$ cat config.mk
export PLATFORM = sky130hd
export DESIGN_NAME = uart_8n1_full_duplex_flat
export DESIGN_NICKNAME = d
export VERILOG_FILES = /design/src/u8fd_pkg.sv /design/src/u8fd_in_if.sv /design/src/u8fd_out_if.sv /design/src/uart_8n1_full_duplex.sv /design/src/flat_wrapper.sv
export SDC_FILE = /design/constraint.sdc
export NUM_CORES = 1
export LEC_CHECK = 0
export ABC_AREA = 1
export ABC_CLOCK_PERIOD_IN_PS = 2700
export BUFFER_PORTS_ARGS = -buffer_cell sky130_fd_sc_hd__buf_2
export CAP_MARGIN = 20
export CORE_ASPECT_RATIO = 0.75
export CORE_UTILIZATION = 41
export CTS_CLUSTER_SIZE = 8
export DETAILED_ROUTE_END_ITERATION = 10
export GPL_TIMING_DRIVEN = 0
export REMOVE_ABC_BUFFERS = 1
export SETUP_SLACK_MARGIN = 0.4
export SLEW_MARGIN = 20
export SYNTH_ARGS = -nofsm -noshare
export SYNTH_HDL_FRONTEND = slang
export SYNTH_SLANG_ARGS = --single-unit
export TNS_END_PERCENT = 5
$ cat constraint.sdc
create_clock -name clk -period 2.7 [get_ports clk]
set_clock_uncertainty 0.05 [all_clocks]
set_input_delay 0.135 -clock clk [delete_from_list [all_inputs] [get_ports clk]]
set_output_delay 0.135 -clock clk [all_outputs]
set_load 0.01 [all_outputs]
$ cat src/u8fd_pkg.sv
// Shared types and constants for the 8N1 UART.
package u8fd_pkg;

  typedef logic [7:0]  byte_t;
  typedef logic [15:0] period_t;
  typedef logic [16:0] rx_time_t;
  typedef logic [9:0]  tx_frame_t;
  typedef logic [3:0]  bit_count_t;

  localparam period_t    BIT_PERIOD_RESET = 16'd104;
  localparam bit_count_t TX_FRAME_BITS    = 4'd10;
  localparam bit_count_t RX_DATA_BITS     = 4'd8;

endpackage

$ cat src/u8fd_in_if.sv
// Input channel: one tick word with receive line sample and send request.
interface u8fd_in_if;
  import u8fd_pkg::*;

  logic  valid;
  logic  ready;
  logic  rx_line;
  logic  send_request;
  byte_t send_byte;

  modport source (output valid, output rx_line, output send_request, output send_byte,
                  input ready);
  modport sink   (input valid, input rx_line, input send_request, input send_byte,
                  output ready);
endinterface

$ cat src/u8fd_out_if.sv
// Result channel: one status word per tick.
interface u8fd_out_if;
  import u8fd_pkg::*;

  logic  valid;
  logic  ready;
  logic  tx_line;
  logic  tx_busy;
  logic  send_accepted;
  logic  rx_valid;
  byte_t rx_byte;

  modport source (output valid, output tx_line, output tx_busy, output send_accepted,
                  output rx_valid, output rx_byte, input ready);
  modport sink   (input valid, input tx_line, input tx_busy, input send_accepted,
                  input rx_valid, input rx_byte, output ready);
endinterface

$ cat src/uart_8n1_full_duplex.sv
// Full-duplex 8N1 UART where each input word is one bit-timer tick and yields one
// status word. A word is taken in every cycle in which the output register is empty
// or being read, so the block sustains one tick per clock; the result of a tick
// appears in the output register in the cycle after the word is taken, computed by
// the transmit and receive timer updates in a single pass. Program cfg_wdata with
// the number of ticks per bit (reset 104) while no tick is in flight.
module uart_8n1_full_duplex (
  input  logic              clk,
  input  logic              rst_n,
  u8fd_in_if.sink           in_if,
  u8fd_out_if.source        out_if,
  input  logic              cfg_we,
  input  u8fd_pkg::period_t cfg_wdata
);
  import u8fd_pkg::*;

  period_t    bit_period_r;

  tx_frame_t  tx_shift_r, tx_shift_nxt;
  bit_count_t tx_bits_left_r, tx_bits_left_nxt;
  period_t    tx_timer_r, tx_timer_nxt;
  logic       tx_level_r, tx_level_nxt;
  logic       tx_active_r, tx_active_nxt;
  logic       accepted_nxt;

  logic       rx_sampling_r, rx_sampling_nxt;
  rx_time_t   rx_timer_r, rx_timer_nxt;
  byte_t      rx_shift_r, rx_shift_nxt;
  bit_count_t rx_bits_left_r, rx_bits_left_nxt;
  logic       rx_prev_level_r, rx_prev_level_nxt;
  logic       rx_valid_nxt;
  byte_t      rx_byte_nxt;

  logic       out_valid_r;
  logic       tx_line_r, tx_busy_r, send_accepted_r, rx_valid_r;
  byte_t      rx_byte_r;

  logic       take;

  assign in_if.ready = !out_valid_r || out_if.ready;
  assign take        = in_if.valid && in_if.ready;

  always_comb begin
    tx_shift_nxt     = tx_shift_r;
    tx_bits_left_nxt = tx_bits_left_r;
    tx_timer_nxt     = tx_timer_r;
    tx_level_nxt     = tx_level_r;
    tx_active_nxt    = tx_active_r;
    accepted_nxt     = 1'b0;
    if (tx_active_r) begin
      if (tx_timer_r > 16'd1) begin
        tx_timer_nxt = tx_timer_r - 16'd1;
      end else if (tx_bits_left_r == 4'd0) begin
        tx_active_nxt    = 1'b0;
        tx_bits_left_nxt = TX_FRAME_BITS;
        tx_level_nxt     = 1'b1;
      end else begin
        tx_level_nxt     = tx_shift_r[0];
        tx_shift_nxt     = {1'b0, tx_shift_r[9:1]};
        tx_bits_left_nxt = tx_bits_left_r - 4'd1;
        tx_timer_nxt     = bit_period_r;
      end
    end
    if (in_if.send_request && !tx_active_nxt) begin
      tx_shift_nxt     = {1'b1, in_if.send_byte, 1'b0};
      tx_bits_left_nxt = TX_FRAME_BITS;
      tx_timer_nxt     = bit_period_r;
      tx_level_nxt     = 1'b1;
      tx_active_nxt    = 1'b1;
      accepted_nxt     = 1'b1;
    end
  end

  always_comb begin
    rx_sampling_nxt   = rx_sampling_r;
    rx_timer_nxt      = rx_timer_r;
    rx_shift_nxt      = rx_shift_r;
    rx_bits_left_nxt  = rx_bits_left_r;
    rx_valid_nxt      = 1'b0;
    rx_byte_nxt       = 8'd0;
    rx_prev_level_nxt = in_if.rx_line;
    if (rx_sampling_r) begin
      if (rx_timer_r > 17'd1) begin
        rx_timer_nxt = rx_timer_r - 17'd1;
      end else begin
        rx_shift_nxt     = {in_if.rx_line, rx_shift_r[7:1]};
        rx_bits_left_nxt = rx_bits_left_r - 4'd1;
        if (rx_bits_left_nxt == 4'd0) begin
          rx_bits_left_nxt = RX_DATA_BITS;
          rx_sampling_nxt  = 1'b0;
          rx_valid_nxt     = 1'b1;
          rx_byte_nxt      = rx_shift_nxt;
        end else begin
          rx_timer_nxt = {1'b0, bit_period_r};
        end
      end
    end else if (rx_prev_level_r && !in_if.rx_line) begin
      rx_sampling_nxt  = 1'b1;
      rx_bits_left_nxt = RX_DATA_BITS;
      rx_timer_nxt     = {1'b0, bit_period_r} + {2'b00, bit_period_r[15:1]};
    end
  end

  always_ff @(posedge clk) begin
    if (!rst_n) begin
      bit_period_r    <= BIT_PERIOD_RESET;
      tx_shift_r      <= '0;
      tx_bits_left_r  <= TX_FRAME_BITS;
      tx_timer_r      <= '0;
      tx_level_r      <= 1'b1;
      tx_active_r     <= 1'b0;
      rx_sampling_r   <= 1'b0;
      rx_timer_r      <= '0;
      rx_shift_r      <= '0;
      rx_bits_left_r  <= RX_DATA_BITS;
      rx_prev_level_r <= 1'b1;
      out_valid_r     <= 1'b0;
    end else begin
      if (cfg_we) begin
        bit_period_r <= cfg_wdata;
      end
      if (take) begin
        tx_shift_r      <= tx_shift_nxt;
        tx_bits_left_r  <= tx_bits_left_nxt;
        tx_timer_r      <= tx_timer_nxt;
        tx_level_r      <= tx_level_nxt;
        tx_active_r     <= tx_active_nxt;
        rx_sampling_r   <= rx_sampling_nxt;
        rx_timer_r      <= rx_timer_nxt;
        rx_shift_r      <= rx_shift_nxt;
        rx_bits_left_r  <= rx_bits_left_nxt;
        rx_prev_level_r <= rx_prev_level_nxt;
        out_valid_r     <= 1'b1;
      end else if (out_if.ready) begin
        out_valid_r <= 1'b0;
      end
    end
  end

  always_ff @(posedge clk) begin
    if (take) begin
      tx_line_r       <= tx_level_nxt;
      tx_busy_r       <= tx_active_nxt;
      send_accepted_r <= accepted_nxt;
      rx_valid_r      <= rx_valid_nxt;
      rx_byte_r       <= rx_byte_nxt;
    end
  end

  assign out_if.valid         = out_valid_r;
  assign out_if.tx_line       = tx_line_r;
  assign out_if.tx_busy       = tx_busy_r;
  assign out_if.send_accepted = send_accepted_r;
  assign out_if.rx_valid      = rx_valid_r;
  assign out_if.rx_byte       = rx_byte_r;

endmodule

$ cat src/flat_wrapper.sv
// flat-port wrapper written by rule: the top's interface ports become plain ports
module uart_8n1_full_duplex_flat import u8fd_pkg::*;
  (clk, rst_n, cfg_we, cfg_wdata, in_if_valid, in_if_rx_line, in_if_send_request, in_if_send_byte, in_if_ready, out_if_valid, out_if_tx_line, out_if_tx_busy, out_if_send_accepted, out_if_rx_valid, out_if_rx_byte, out_if_ready);
  u8fd_in_if in_if_i ();
  u8fd_out_if out_if_i ();
  input  logic clk;
  input  logic rst_n;
  input  logic cfg_we;
  input  u8fd_pkg::period_t cfg_wdata;
  input wire logic [$bits(in_if_i.valid)-1:0] in_if_valid;
  input wire logic [$bits(in_if_i.rx_line)-1:0] in_if_rx_line;
  input wire logic [$bits(in_if_i.send_request)-1:0] in_if_send_request;
  input wire logic [$bits(in_if_i.send_byte)-1:0] in_if_send_byte;
  output wire logic [$bits(in_if_i.ready)-1:0] in_if_ready;
  output wire logic [$bits(out_if_i.valid)-1:0] out_if_valid;
  output wire logic [$bits(out_if_i.tx_line)-1:0] out_if_tx_line;
  output wire logic [$bits(out_if_i.tx_busy)-1:0] out_if_tx_busy;
  output wire logic [$bits(out_if_i.send_accepted)-1:0] out_if_send_accepted;
  output wire logic [$bits(out_if_i.rx_valid)-1:0] out_if_rx_valid;
  output wire logic [$bits(out_if_i.rx_byte)-1:0] out_if_rx_byte;
  input wire logic [$bits(out_if_i.ready)-1:0] out_if_ready;
  assign in_if_i.valid = in_if_valid;
  assign in_if_i.rx_line = in_if_rx_line;
  assign in_if_i.send_request = in_if_send_request;
  assign in_if_i.send_byte = in_if_send_byte;
  assign in_if_ready = in_if_i.ready;
  assign out_if_valid = out_if_i.valid;
  assign out_if_tx_line = out_if_i.tx_line;
  assign out_if_tx_busy = out_if_i.tx_busy;
  assign out_if_send_accepted = out_if_i.send_accepted;
  assign out_if_rx_valid = out_if_i.rx_valid;
  assign out_if_rx_byte = out_if_i.rx_byte;
  assign out_if_i.ready = out_if_ready;
  uart_8n1_full_duplex u_core (.clk(clk), .rst_n(rst_n), .in_if(in_if_i), .out_if(out_if_i), .cfg_we(cfg_we), .cfg_wdata(cfg_wdata));
endmodule
Word-level counts from Yosys, hierarchy flattened. Index checks and enable logic that the tools add are counted.

Add/subtract/negate cells: 5. Reduce and logical (&&, ||, !) cells: 20. Bitwise gates (word level): 3. $lt $le $gt $ge: 2. Div/mod/pow operators: 0. Muxes and demuxes: 36. $mul: 0. Equal/unequal tests: 5. Shift operators: 0.

Operator list (number): 2-to-1 mux 17 bit (4); 2-to-1 mux 16 bit (4); 2-to-1 mux 10 bit (4); 2-to-1 mux 4 bit (8); adder 16 x 15 -> 17 bit (1); greater-than comparator 17 x 1 -> 1 bit (second input constant) (1); subtractor 17 x 1 -> 17 bit (second input constant) (1); greater-than comparator 16 x 1 -> 1 bit (second input constant) (1); 2-to-1 mux 1 bit (16); subtractor 16 x 1 -> 16 bit (second input constant) (1); AND reduction 3 bit (5); zero test 4 bit (2); subtractor 4 x 1 -> 4 bit (second input constant) (2); != test 2 bit (second input constant) (3); nonzero test 2 bit (3); AND reduction 4 bit (1); logical AND 1 bit (3); zero test 1 bit (3); != test 3 x 2 -> 1 bit (second input constant) (1); != test 3 bit (second input constant) (1); inverter 1 bit (3); OR reduction 3 bit (1); OR reduction 2 bit (1); logical OR 1 bit (1).

Input port bits: 31. Memory bits (writable): 0. Bits in latches: 0. Bits in registers: 92. Memories kept: 0. Output and inout bits: 14. Word-level logic and storage cells: 88. Memory bits (read-only): 0.

Depth between registers and ports, before layout. Gate-level depths: netlist of the first run.

Depth after elaboration: 8. Gate-level depth with buffers: 14. Mapped depth without buffers: 14.

Least setup slack after synthesis of the first run. OpenSTA, ideal clock, no wires.

Kind: register -> register. From: register u_core.bit_period_r[1]. To: register u_core.rx_timer_r[8]. Clock period less this slack: 1818 ps. Path buffers: 0. Stages on the path, launching flop included: 14. Arrival time: 1657 ps. Path slack: 882 ps. Path through: dfxtp_1 ha_1 inv_1 fa_1 inv_1 nand3_1 nand3_1 nand2_1 nand2_1 nand2_1 nand3_1 nand3_1 nor2_1 nor2_1.

Word-level cells in the longest chain between the ends: 3.

RTL lines: start: declaration (RTL line uart_8n1_full_duplex.sv:17) `period_t bit_period_r;`; start signal: assignment (RTL line uart_8n1_full_duplex.sv:120) `bit_period_r <= cfg_wdata;`; adder 16 x 15 -> 17 bit (RTL line uart_8n1_full_duplex.sv:100) `rx_timer_nxt = {1'b0, bit_period_r} + {2'b00, bit_period_r[15:1]};`; 2-to-1 mux 17 bit (RTL line uart_8n1_full_duplex.sv:97) `end else if (rx_prev_level_r && !in_if.rx_line) begin`; 2-to-1 mux 17 bit (RTL line uart_8n1_full_duplex.sv:82) `if (rx_sampling_r) begin`; end signal: assignment (RTL line uart_8n1_full_duplex.sv:129) `rx_timer_r <= rx_timer_nxt;`; end: declaration (RTL line uart_8n1_full_duplex.sv:27) `rx_time_t rx_timer_r, rx_timer_nxt;`.

Every way passes these cells. The select of a mux whose other input is x is not followed. A chain may end at the register's enable or synchronous reset.

Worst setup path after layout of the first run.
From: register u_core.bit_period_r[0]. To: register u_core.rx_timer_r[12].

The elaborated chain is that of the path after synthesis.

==> results_dict.tcl, run 1 <==
set metrics [dict create \
    cp.required_ns 2.90 \
    seq_power_share 0.383 \
    post_dp_cell_area_sq_um 6391 \
    synth_edf_count 12 \
    fin_crit_sh 0.8459 \
    power.share.combinational 0.313 \
    p_per_area_nw_per_um2 619.3 \
    synthMuxAreaShare 0 \
    cts_max_path_buffers 2 \
    numCtsBuffers 9 \
    crit_fanout 5 \
    min_period_ns 2.284 \
    fin_area_sq_um 6777 \
    io_pins 45 \
    status "complete, no violations" \
    cts_max_level 3 \
    die_h_microns 107.2 \
    synth_compound_area_frac 0.1128 \
    core_sq_um 14450 \
    synth.top_cells.by_area "dfxtp_1 (26%), nand2_1 (17%), nor2_1 (9.0%)" \
    drc 0 \
    slew_viol_final 0 \
    initial_core_util 0.4189 \
    fin_util 0.4688 \
    fmax_mhz 437.8 \
    fill_cells 1567 \
    drive_gt1_frac 0.1129 \
    syn2layout_area_growth_pct 11.92 \
    syn_area_sq_um 6055 \
    io_buffers 44 \
    switchingPower_w 0.001603 \
    synth-main-ff-cell "dfxtp_1" \
    dp_hpwl_mm 11.16 \
    p_int_w 0.002593 \
    gp_congestion 0.8679 \
    tightest_slew_ns 0.9680 \
    start_kind "flop" \
    crit_arrival_ns 2.48 \
    met1_usage 0.3302 \
    ys_types 41 \
    finalWorstSetupSlack_ns 0.4160 \
    grt_busiest_layer "met1" \
    swShare 0.3821 \
    antenna-diode-count 0 \
    antenna_found_initial 0 \
    synth_warnings 0 \
    setup_viol 0 \
    insertion_delay_ns 0.35 \
    grt_overflow_total 0 \
    finalSetupTns_ns 0 \
    die_area_sq_um 15260 \
    viasPerCell 4.823 \
    met3_usage 0.03394 \
    first_global_vias 5135 \
    synthSimpleGateAreaFrac 0.3933 \
    grt_pass1_wl_mm 25.65 \
    clk_pin_slew_ns 0.07 \
    dr_total_vias 5749 \
    place_ws_ns -0.2454 \
    rsz0062_at_grt "true" \
    p_leak_nw 3.272 \
    cts_sinks 91 \
    fp.dieW_microns 142.3 \
    hold_ws_ns 0.01223 \
    layout.nets 1044 \
    async_flop_share 0 \
    critPathCaptureType "flop" \
    grt_max_degree 56 \
    peakVddDrop_v 0.0003637 \
    synth_seq_cells 91 \
    synth_fa_ha_area_frac 0.05497 \
    syn_inst 951 \
    grt_util_met2 0.3099 \
    root_buffer "clkbuf_16" \
    relSlewSlack 0.3547 \
    synth_top_area_cell "dfxtp_1" \
    core.rowCount 38 \
    drt-total-wl_mm 15.43 \
    drt_iter0_drc 376 \
    r2r_slack_ns 0.42 \
    criticalPathCategory "reg2reg" \
    synthDominantCellAreaShare 0.2612 \
    avgSynthCellArea_sq_um 6.367 \
    clock_power_share 0.305 \
    antenna_left 0 \
    multi_input_area_sq_um 3552 \
    firstDrtPassIters 5 \
    synthXorXnorAreaFrac 0.02170 \
    hold_viol 0 \
    synth_top_family_by_area "simple AND/OR/NAND/NOR gates" \
    drv_cap 0 \
    grt_use_total 0.2135 \
    tritoncts "yes" \
    wire_per_inst_microns 12.94 \
    regArea_sq_um 1944 \
    hp-class "in2reg" \
    ys_seq_area_frac 0.3207 \
]
[routing by layer]
metal | up-vias | share of wire
met2 | 101 | 0.40
met3 | 2 | 0.036
met4 | 0 | 0.0023
li1 | 3092 | -
met5 | - | 0
met1 | 2554 | 0.56
[cell usage after synthesis (4+ instances only)]
library cell and number:
nand2_1 277, inv_1 112, nand3b_1 6, nand2_2 4, inv_2 7, ha_1 25
a21oi_1 47, buf_2 8, xnor2_1 6, o21ai_0 52, a21oi_2 13, nor2_1 145
edfxtp_1 12, nor3_1 6, xor2_1 9, dfxtp_1 79, nand3_1 77, clkbuf_1 11
nand2_4 4, nand4_1 11, o21ai_1 4, nor2_2 7
[layout by cell type (no fill, tap or decap), types with 13 or more instances in the layout]
| master | instances |
|---|---|
| dfxtp_1 | 77 |
| nand2_1 | 277 |
| a21oi_1 | 47 |
| nor2_1 | 144 |
| inv_1 | 111 |
| o21ai_0 | 51 |
| nand3_1 | 76 |
| ha_1 | 25 |
| a21oi_2 | 13 |
| buf_2 | 44 |
[what timing repair did]
item | CTS | global route
gates resized for setup | 2 | 8
hold buffers | 5 | 0
setup endpoints to repair | 12 | 45
endpoints found under the hold margin | 5 | 0
cloned | 0 | 1
setup buffers | 0 | 0
[per-stage QoR]
stage / power (W) / std cells
2_1_floorplan: 0.002587 / 926
3_3_place_gp: 0.002910 / 1170
3_5_place_dp: 0.002911 / 1170
4_1_cts: 0.004209 / 1191
5_1_grt: 0.004492 / 1192
6_report: 0.004197 / 1192
[sequential cells by signal, summed over array words and instances, names as in the netlist, 4 cells and up]
register / cells
u_core.tx_timer_r: 16
u_core.rx_shift_r: 7
u_core.out_if.rx_byte: 8
u_core.tx_shift_r: 10
u_core.rx_timer_r: 17
u_core.tx_bits_left_r: 4
u_core.bit_period_r: 16
u_core.rx_bits_left_r: 4
[power by group through the flow]
stage | Sequential [W] | Combinational, W | Clock (W)
after global placement | 0.00163 | 0.00128 | 0
after floorplan | 0.00160 | 0.000985 | 0
after global routing | 0.00162 | 0.00151 | 0.00136
after CTS | 0.00160 | 0.00129 | 0.00131
final | 0.00161 | 0.00131 | 0.00128
after detailed placement | 0.00163 | 0.00128 | 0
[critical path, stage by stage (launching register included)]
cell	delay [ns]
dfxtp_1	0.42
ha_1	0.25
inv_1	0.07
fa_1	0.35
inv_1	0.14
nand3_1	0.09
nand3_1	0.16
nand3_1	0.13
nand3_1	0.09
nand2_1	0.05
nand3_1	0.14
nand3_1	0.15
nand2_1	0.08
inv_1	0.03
[final cells by class]
cell class	count	area share
Multi-Input combinational cell	715	0.5242
Sequential cell	91	0.2869
Inverter	120	0.06721
Timing Repair Buffer	49	0.03988
Tap cell	200	0.03693
Clock buffer	9	0.03323
Clock inverter	7	0.01089
Timing Repair inverter	1	0.0007386
[kinds of logic (layout without fill, tap and decap cells)]
family                   count (synthesis)  after routing
XOR/XNOR                                15             15
flip-flops                              91             91
AO/OA/AOI/OAI                          122            122
buffers and inverters                  145            186
AND/OR/NAND/NOR                        552            552
adder cells (fa/ha/maj)                 26             26
[final timing paths]
kind / start / to / cells past startpoint
worst max-delay path: u_core.bit_period_r[0]$_SDFFE_PN0P_ / u_core.rx_timer_r[12]$_SDFFE_PN0P_ / 13
worst min-delay path: cfg_we / u_core.bit_period_r[5]$_SDFFE_PN1P_ / 2
worst max register to register: u_core.bit_period_r[0]$_SDFFE_PN0P_ / u_core.rx_timer_r[12]$_SDFFE_PN0P_ / 13
worst min register to register: u_core.rx_shift_r[1]$_SDFFE_PN0P_ / u_core.rx_shift_r[1]$_SDFFE_PN0P_ / 2
No activity file was read; power rests on OpenSTA's default activity.
==> run 2, diff against run 1 <==
--- a/config.mk
+++ b/config.mk
@@ -5,8 +5,8 @@
 export SDC_FILE = /design/constraint.sdc
 export NUM_CORES = 1
 export LEC_CHECK = 0
-export ABC_AREA = 1
-export ABC_CLOCK_PERIOD_IN_PS = 2700
+export ABC_AREA = 0
+export ABC_CLOCK_PERIOD_IN_PS = 1800
 export BUFFER_PORTS_ARGS = -buffer_cell sky130_fd_sc_hd__buf_2
 export CAP_MARGIN = 20
 export CORE_ASPECT_RATIO = 0.75
==> constraint.sdc (replaced) <==
create_clock -name clk -period 1.8 [get_ports clk]
set_clock_uncertainty 0.05 [all_clocks]
set_input_delay 0.09 -clock clk [delete_from_list [all_inputs] [get_ports clk]]
set_output_delay 0.09 -clock clk [all_outputs]
set_load 0.01 [all_outputs]
==> results_dict.tcl, run 2 <==
set metrics [dict create \
    status "finished with violations" \
    violations "hold timing, setup timing" \
    root_buffer "clkbuf_16" \
    synth_edf_count 12 \
    async_flop_share 0 \
    reg_top3 "u_core.rx_timer_r x17, u_core.bit_period_r x16, u_core.tx_timer_r x16" \
    critPathCaptureType "flop" \
    io_buffers 44 \
    grt_util_met2 0.3827 \
    final_common_cell "nand2_1" \
    die_area_sq_um 13920 \
    drt_iter0_drc 315 \
    layout_common_cells "nand2_1 (65), a21oi_1 (60), dfxtp_1 (60)" \
    core.rowCount 36 \
    grt_pass1_wl_mm 25.17 \
    cts_max_path_buffers 2 \
    r2r_slack_ns -0.77 \
    drt-total-wl_mm 15.78 \
    synth.top_cells.by_area "dfxtp_1 (29%), edfxtp_1 (6.5%), a21oi_1 (6.3%)" \
    finalSetupTns_ns -30.84 \
    synth-main-ff-cell "dfxtp_1" \
    ys_seq_area_frac 0.3521 \
    grt_use_total 0.2307 \
    core_sq_um 13060 \
    antenna_found_initial 0 \
    r2r-start "u_core.tx_timer_r[9]$_SDFFE_PN0P_" \
    synth_compound_area_frac 0.2416 \
    slowest_stage "or4_4" \
    hold_viol 1 \
    syn_area_sq_um 5515 \
    antenna-diode-count 0 \
    tightest_slew_ns 0.8660 \
    slowest_delay_ns 0.53 \
    cp.required_ns 1.97 \
    p_leak_nw 2.752 \
    cp-endpoint "u_core.tx_shift_r[9]$_SDFFE_PN0P_" \
    swShare 0.3556 \
    wire_per_inst_microns 17.11 \
    antenna_left 0 \
    clk_pin_slew_ns 0.07 \
    crit_fanout 5 \
    fin_crit_sh 1.428 \
    p_int_w 0.004433 \
    start_kind "flop" \
    synthXorXnorAreaFrac 0.02541 \
    top_register "u_core.rx_timer_r" \
    cts_max_level 3 \
    largest_reg_flops 17 \
    hold_ws_ns -0.0008201 \
    drive_gt1_frac 0.2423 \
    synth_warnings 0 \
    fin_cells 922 \
    p_per_area_nw_per_um2 980.7 \
    peakVddDrop_v 0.0006932 \
    syn_inst 667 \
    synth_fa_ha_area_frac 0.06034 \
    hp-class "in2reg" \
    slew_viol_final 0 \
    place_ws_ns -1.501 \
    met1_usage 0.3153 \
    seq_power_share 0.353 \
    switchingPower_w 0.002446 \
    die_h_microns 102.4 \
    relSlewSlack 0.4178 \
    met3_usage 0.03968 \
    io_pins 45 \
    synth_top_family_by_area "compound AO/OA/AOI/OAI gates" \
    synthMuxAreaShare 0.06012 \
    avgSynthCellArea_sq_um 8.269 \
    setup_viol 72 \
    ys_types 73 \
    synth_common_cells "dfxtp_1 (79), nand2_1 (70), a21oi_1 (69), nor2_1 (55), o21ai_0 (52)" \
    synth.most_common_cell "dfxtp_1" \
    clock_power_share 0.284 \
    cp_cell_sequence "or4_4 > or4_4 > or2_4 > a221oi_4 > buf_6 > o22a_1 > nor2_1" \
    viasPerCell 5.810 \
    grt_busiest_layer "met2" \
    synth_seq_cells 91 \
    synth_top_area_cell "dfxtp_1" \
    rsz0062_at_grt "true" \
    numCtsBuffers 9 \
    synthSimpleGateAreaFrac 0.2180 \
    drc 0 \
    synthDominantCellAreaShare 0.2868 \
    r2r_cells 7 \
    power.share.combinational 0.364 \
    drv_cap 0 \
    fp.dieW_microns 135.9 \
    finalWorstSetupSlack_ns -0.7697 \
    crit_arrival_ns 2.74 \
    dp_hpwl_mm 9.787 \
    grt_overflow_total 0 \
    gp_congestion 0.8284 \
    syn2layout_area_growth_pct 27.18 \
    min_period_ns 2.570 \
    grt_max_degree 41 \
    numPlacedInstances 853 \
    dr_total_vias 5357 \
    total_power_w 0.006879 \
    firstDrtPassIters 5 \
    layout.nets 803 \
    critPathMostFrequentCell "or4_4" \
    cts_sinks 91 \
    hp-start "in_if_send_byte[2]" \
    fmax_mhz 389.2 \
    r2r_end "u_core.tx_shift_r[9]$_SDFFE_PN0P_" \
    first_global_vias 4927 \
    criticalPathCategory "reg2reg" \
    initial_core_util 0.4222 \
    tritoncts "yes" \
    insertion_delay_ns 0.35 \
    crit_start "u_core.tx_timer_r[9]$_SDFFE_PN0P_" \
]
## run 2: cell types whose count changed after synthesis, sizes merged, moves of 10 or more
cell	previous run	this run
nand2	286	70
nor2	154	55
inv	119	22
nand3	81	20
mux2i	0	32
a21o	0	17
nor3	7	24
a21oi	60	71
nor4	0	11
a31oi	0	10
## run 2: area by class of cell
class	instances	area [sq um]
fillers	1203	6048
repair buffers	95	711.9
clock buffers	9	225.2
flip-flops and latches	91	1983
well taps	171	214.0
inverters	24	98.84
multi-input cells	525	3705
clock inverters	7	76.32
## run 2: worst max-delay path: cells and delay by family (launching register included)
| family | cells | cell delay [ns] |
|---|---|---|
| buf+inv | 1 | 0.18 |
| compound gates | 2 | 0.50 |
| simple gates | 4 | 1.36 |
| flops | 1 | 0.34 |
## run 2: power by group through the flow
stage / registers (W) / clock network [W] / logic (W)
global route: 0.00245 / 0.00205 / 0.00274
detailed placement: 0.00244 / 0 / 0.00191
finish: 0.00243 / 0.00195 / 0.00250
floorplan: 0.00239 / 0 / 0.00145
CTS: 0.00241 / 0.00198 / 0.00234
global placement: 0.00243 / 0 / 0.00186
## run 2: cells by family (layout without fill, tap and decap cells)
kind of cell               Yosys count  after routing
adders and majority gates           26             26
buffers and inverters               55            135
muxes                               33             33
xor gates and xnor gates            16             16
DFF                                 91             91
and+or+nand+nor                    240            242
AOI/OAI and AO/OA                  206            208
## run 2: repair_timing
action                                  CTS  global route
gates resized for setup                  86            40
gates cloned                              4             1
pin swaps                                27            25
endpoints found under the hold margin    23             0
endpoints found under the setup margin   86            86
setup buffers                            20             6
hold buffers                             22             0
## run 2: how the worst min path moves through the flow
stage | endpoint | cells after the start | slack, ns
final | u_core.tx_shift_r[3]$_SDFFE_PN0P_ | 3 | -0.0008
after global routing | u_core.tx_shift_r[3]$_SDFFE_PN0P_ | 3 | 0.003
after detailed placement | u_core.bit_period_r[3]$_SDFFE_PN1P_ | 3 | 0.28
after global placement | u_core.bit_period_r[3]$_SDFFE_PN1P_ | 3 | 0.26
after floorplan | u_core.bit_period_r[3]$_SDFFE_PN1P_ | 1 | 0.10
after CTS | u_core.tx_shift_r[3]$_SDFFE_PN0P_ | 3 | 0.003
## run 2: per-stage QoR
stage               utilization  area [sq um]
floorplan                     -          5371
global placement         0.4444          5806
detailed placement       0.4481          5853
CTS                      0.5249          6857
global route             0.5370          7014
finish                   0.5370          7014
## run 2: layer usage
metal  wire length (microns)  share of wire
met1                    7421           0.47
met3                     724          0.046
met5                       0              0
met2                    7479           0.47
met4                     152         0.0096
==> run 3, diff against run 2 <==
--- a/config.mk
+++ b/config.mk
@@ -9,13 +9,16 @@
 export ABC_CLOCK_PERIOD_IN_PS = 1800
 export BUFFER_PORTS_ARGS = -buffer_cell sky130_fd_sc_hd__buf_2
 export CAP_MARGIN = 20
+export CELL_PAD_IN_SITES_DETAIL_PLACEMENT = 1
+export CELL_PAD_IN_SITES_GLOBAL_PLACEMENT = 1
 export CORE_ASPECT_RATIO = 0.75
 export CORE_UTILIZATION = 41
 export CTS_CLUSTER_SIZE = 8
 export DETAILED_ROUTE_END_ITERATION = 10
 export GPL_TIMING_DRIVEN = 0
-export REMOVE_ABC_BUFFERS = 1
+export PLACE_DENSITY_LB_ADDON = 0.1
 export SETUP_SLACK_MARGIN = 0.4
+export SKIP_CTS_REPAIR_TIMING = 1
 export SLEW_MARGIN = 20
 export SYNTH_ARGS = -nofsm -noshare
 export SYNTH_HDL_FRONTEND = slang
==> results_dict.tcl, run 3 (synthesis gave the netlist of run 2 again) <==
set metrics [dict create \
    grt_overflow_total 0 \
    fmax_mhz 375.3 \
    start_kind "flop" \
    cts_sinks 91 \
    die_h_microns 102.4 \
    slowest_delay_ns 0.57 \
    viasPerCell 5.929 \
    layout.nets 821 \
    drc 0 \
    antenna_left 0 \
    tritoncts "yes" \
    io_buffers 43 \
    gp_congestion 0.8948 \
    cp_cell_sequence "or4_4 > or4_4 > or2_4 > a221oi_4 > buf_6 > o21ai_0 > a21oi_1" \
    grt_max_degree 20 \
    largest_reg_flops 17 \
    crit_arrival_ns 2.89 \
    antenna_found_initial 0 \
    first_global_vias 5186 \
    syn2layout_area_growth_pct 27.90 \
    drive_gt1_frac 0.2302 \
    drt_iter0_drc 279 \
    rsz0062_at_grt "true" \
    core.rowCount 36 \
    cts_max_path_buffers 2 \
    layout_common_cells "nand2_1 (65), a21oi_1 (65), dfxtp_1 (64)" \
    peakVddDrop_v 0.0004663 \
    initial_core_util 0.4222 \
    cts_max_level 3 \
    violations "hold timing, setup timing" \
    fin_crit_sh 1.480 \
    fin_area_sq_um 7054 \
    top_register "u_core.rx_timer_r" \
    syn_nets 724 \
    finalWorstSetupSlack_ns -0.8646 \
    drt-total-wl_mm 19.38 \
    hold_ws_ns -0.01912 \
    wire_per_inst_microns 20.62 \
    clk_pin_slew_ns 0.07 \
    hold_viol 5 \
    numCtsBuffers 9 \
    met1_usage 0.3846 \
    fin_cells 940 \
    met3_usage 0.04117 \
    criticalPathCategory "reg2reg" \
    status "finished with violations" \
    fp.dieW_microns 135.9 \
    dr_total_vias 5573 \
    io_pins 45 \
    p_leak_nw 2.781 \
    reg_top3 "u_core.rx_timer_r x17, u_core.bit_period_r x16, u_core.tx_timer_r x16" \
    min_period_ns 2.665 \
    grt_util_met2 0.4243 \
    critPathCaptureType "flop" \
    root_buffer "clkbuf_16" \
    p_per_area_nw_per_um2 1000 \
    slowest_stage "or4_4" \
    dp_hpwl_mm 13.61 \
    slew_viol_final 0 \
    grt_busiest_layer "met2" \
    critPathMostFrequentCell "or4_4" \
    antenna-diode-count 0 \
    core_sq_um 13060 \
    drv_cap 0 \
    grt_use_total 0.2701 \
    setup_viol 73 \
    insertion_delay_ns 0.35 \
    die_area_sq_um 13920 \
    cp.required_ns 2.03 \
    tightest_slew_ns 0.7900 \
    numPlacedInstances 881 \
    firstDrtPassIters 5 \
    grt_pass1_wl_mm 28.39 \
    hp-class "in2reg" \
    crit_fanout 10 \
    post_dp_cell_area_sq_um 5952 \
    relSlewSlack 0.4733 \
]
[run 3: final timing paths]
check                                    startpoint                                 to  slack [ns]  cells past startpoint
setup / recovery  u_core.tx_timer_r[8]$_SDFFE_PN0P_  u_core.tx_shift_r[8]$_SDFFE_PN0P_       -0.86                      7
hold / removal                   in_if_send_byte[1]  u_core.tx_shift_r[2]$_SDFFE_PN0P_       -0.02                      3
setup reg to reg  u_core.tx_timer_r[8]$_SDFFE_PN0P_  u_core.tx_shift_r[8]$_SDFFE_PN0P_       -0.86                      7
hold reg to reg   u_core.rx_shift_r[1]$_SDFFE_PN0P_  u_core.rx_shift_r[1]$_SDFFE_PN0P_        0.41                      2
[run 3: cell type report]
class                   instances  area, sq um
fillers                      1542         6008
well taps                     171        214.0
repair buffers                 86        626.9
clock inverters                 7        82.58
inverters                      24        97.59
flip-flops and latches         91         1976
plain buffers                  31        198.9
clock buffers                   9        225.2
multi-input cells             521         3633
[run 3: power by group]
part | switching, W | internal, W
Clock | 0.000904 | 0.00110
Sequential | 0.000194 | 0.00221
Combinational | 0.00153 | 0.00112
Total | 0.00263 | 0.00443
[run 3: worst max-delay path, delay by kind of cell, from the launching register on]
family	cells	cell delay [ns]
simple gates	3	1.37
compound gates	3	0.60
flops	1	0.36
buf+inv	1	0.20
[run 3: metal layers]
metal	wire, microns	vias to the layer above
met2	8998	133
met5	0	-
met4	217	0
met1	9223	2777
li1	-	2649
met3	944	14
[run 3: per-stage QoR]
step           power [W]  setup slack, ns    util  TNS [ns]  hold WS (ns)
3_5_place_dp    0.004512           -1.379  0.4557    -81.45        0.2651
6_report        0.007054          -0.8646  0.5400    -41.04      -0.01912
3_3_place_gp    0.004442           -1.171  0.4552    -72.83        0.2657
4_1_cts         0.006525           -1.412  0.4792    -83.24      -0.09883
5_1_grt         0.007406          -0.9500  0.5400    -48.00      0.002689
2_1_floorplan   0.003906          -0.6174       -    -31.19        0.1640
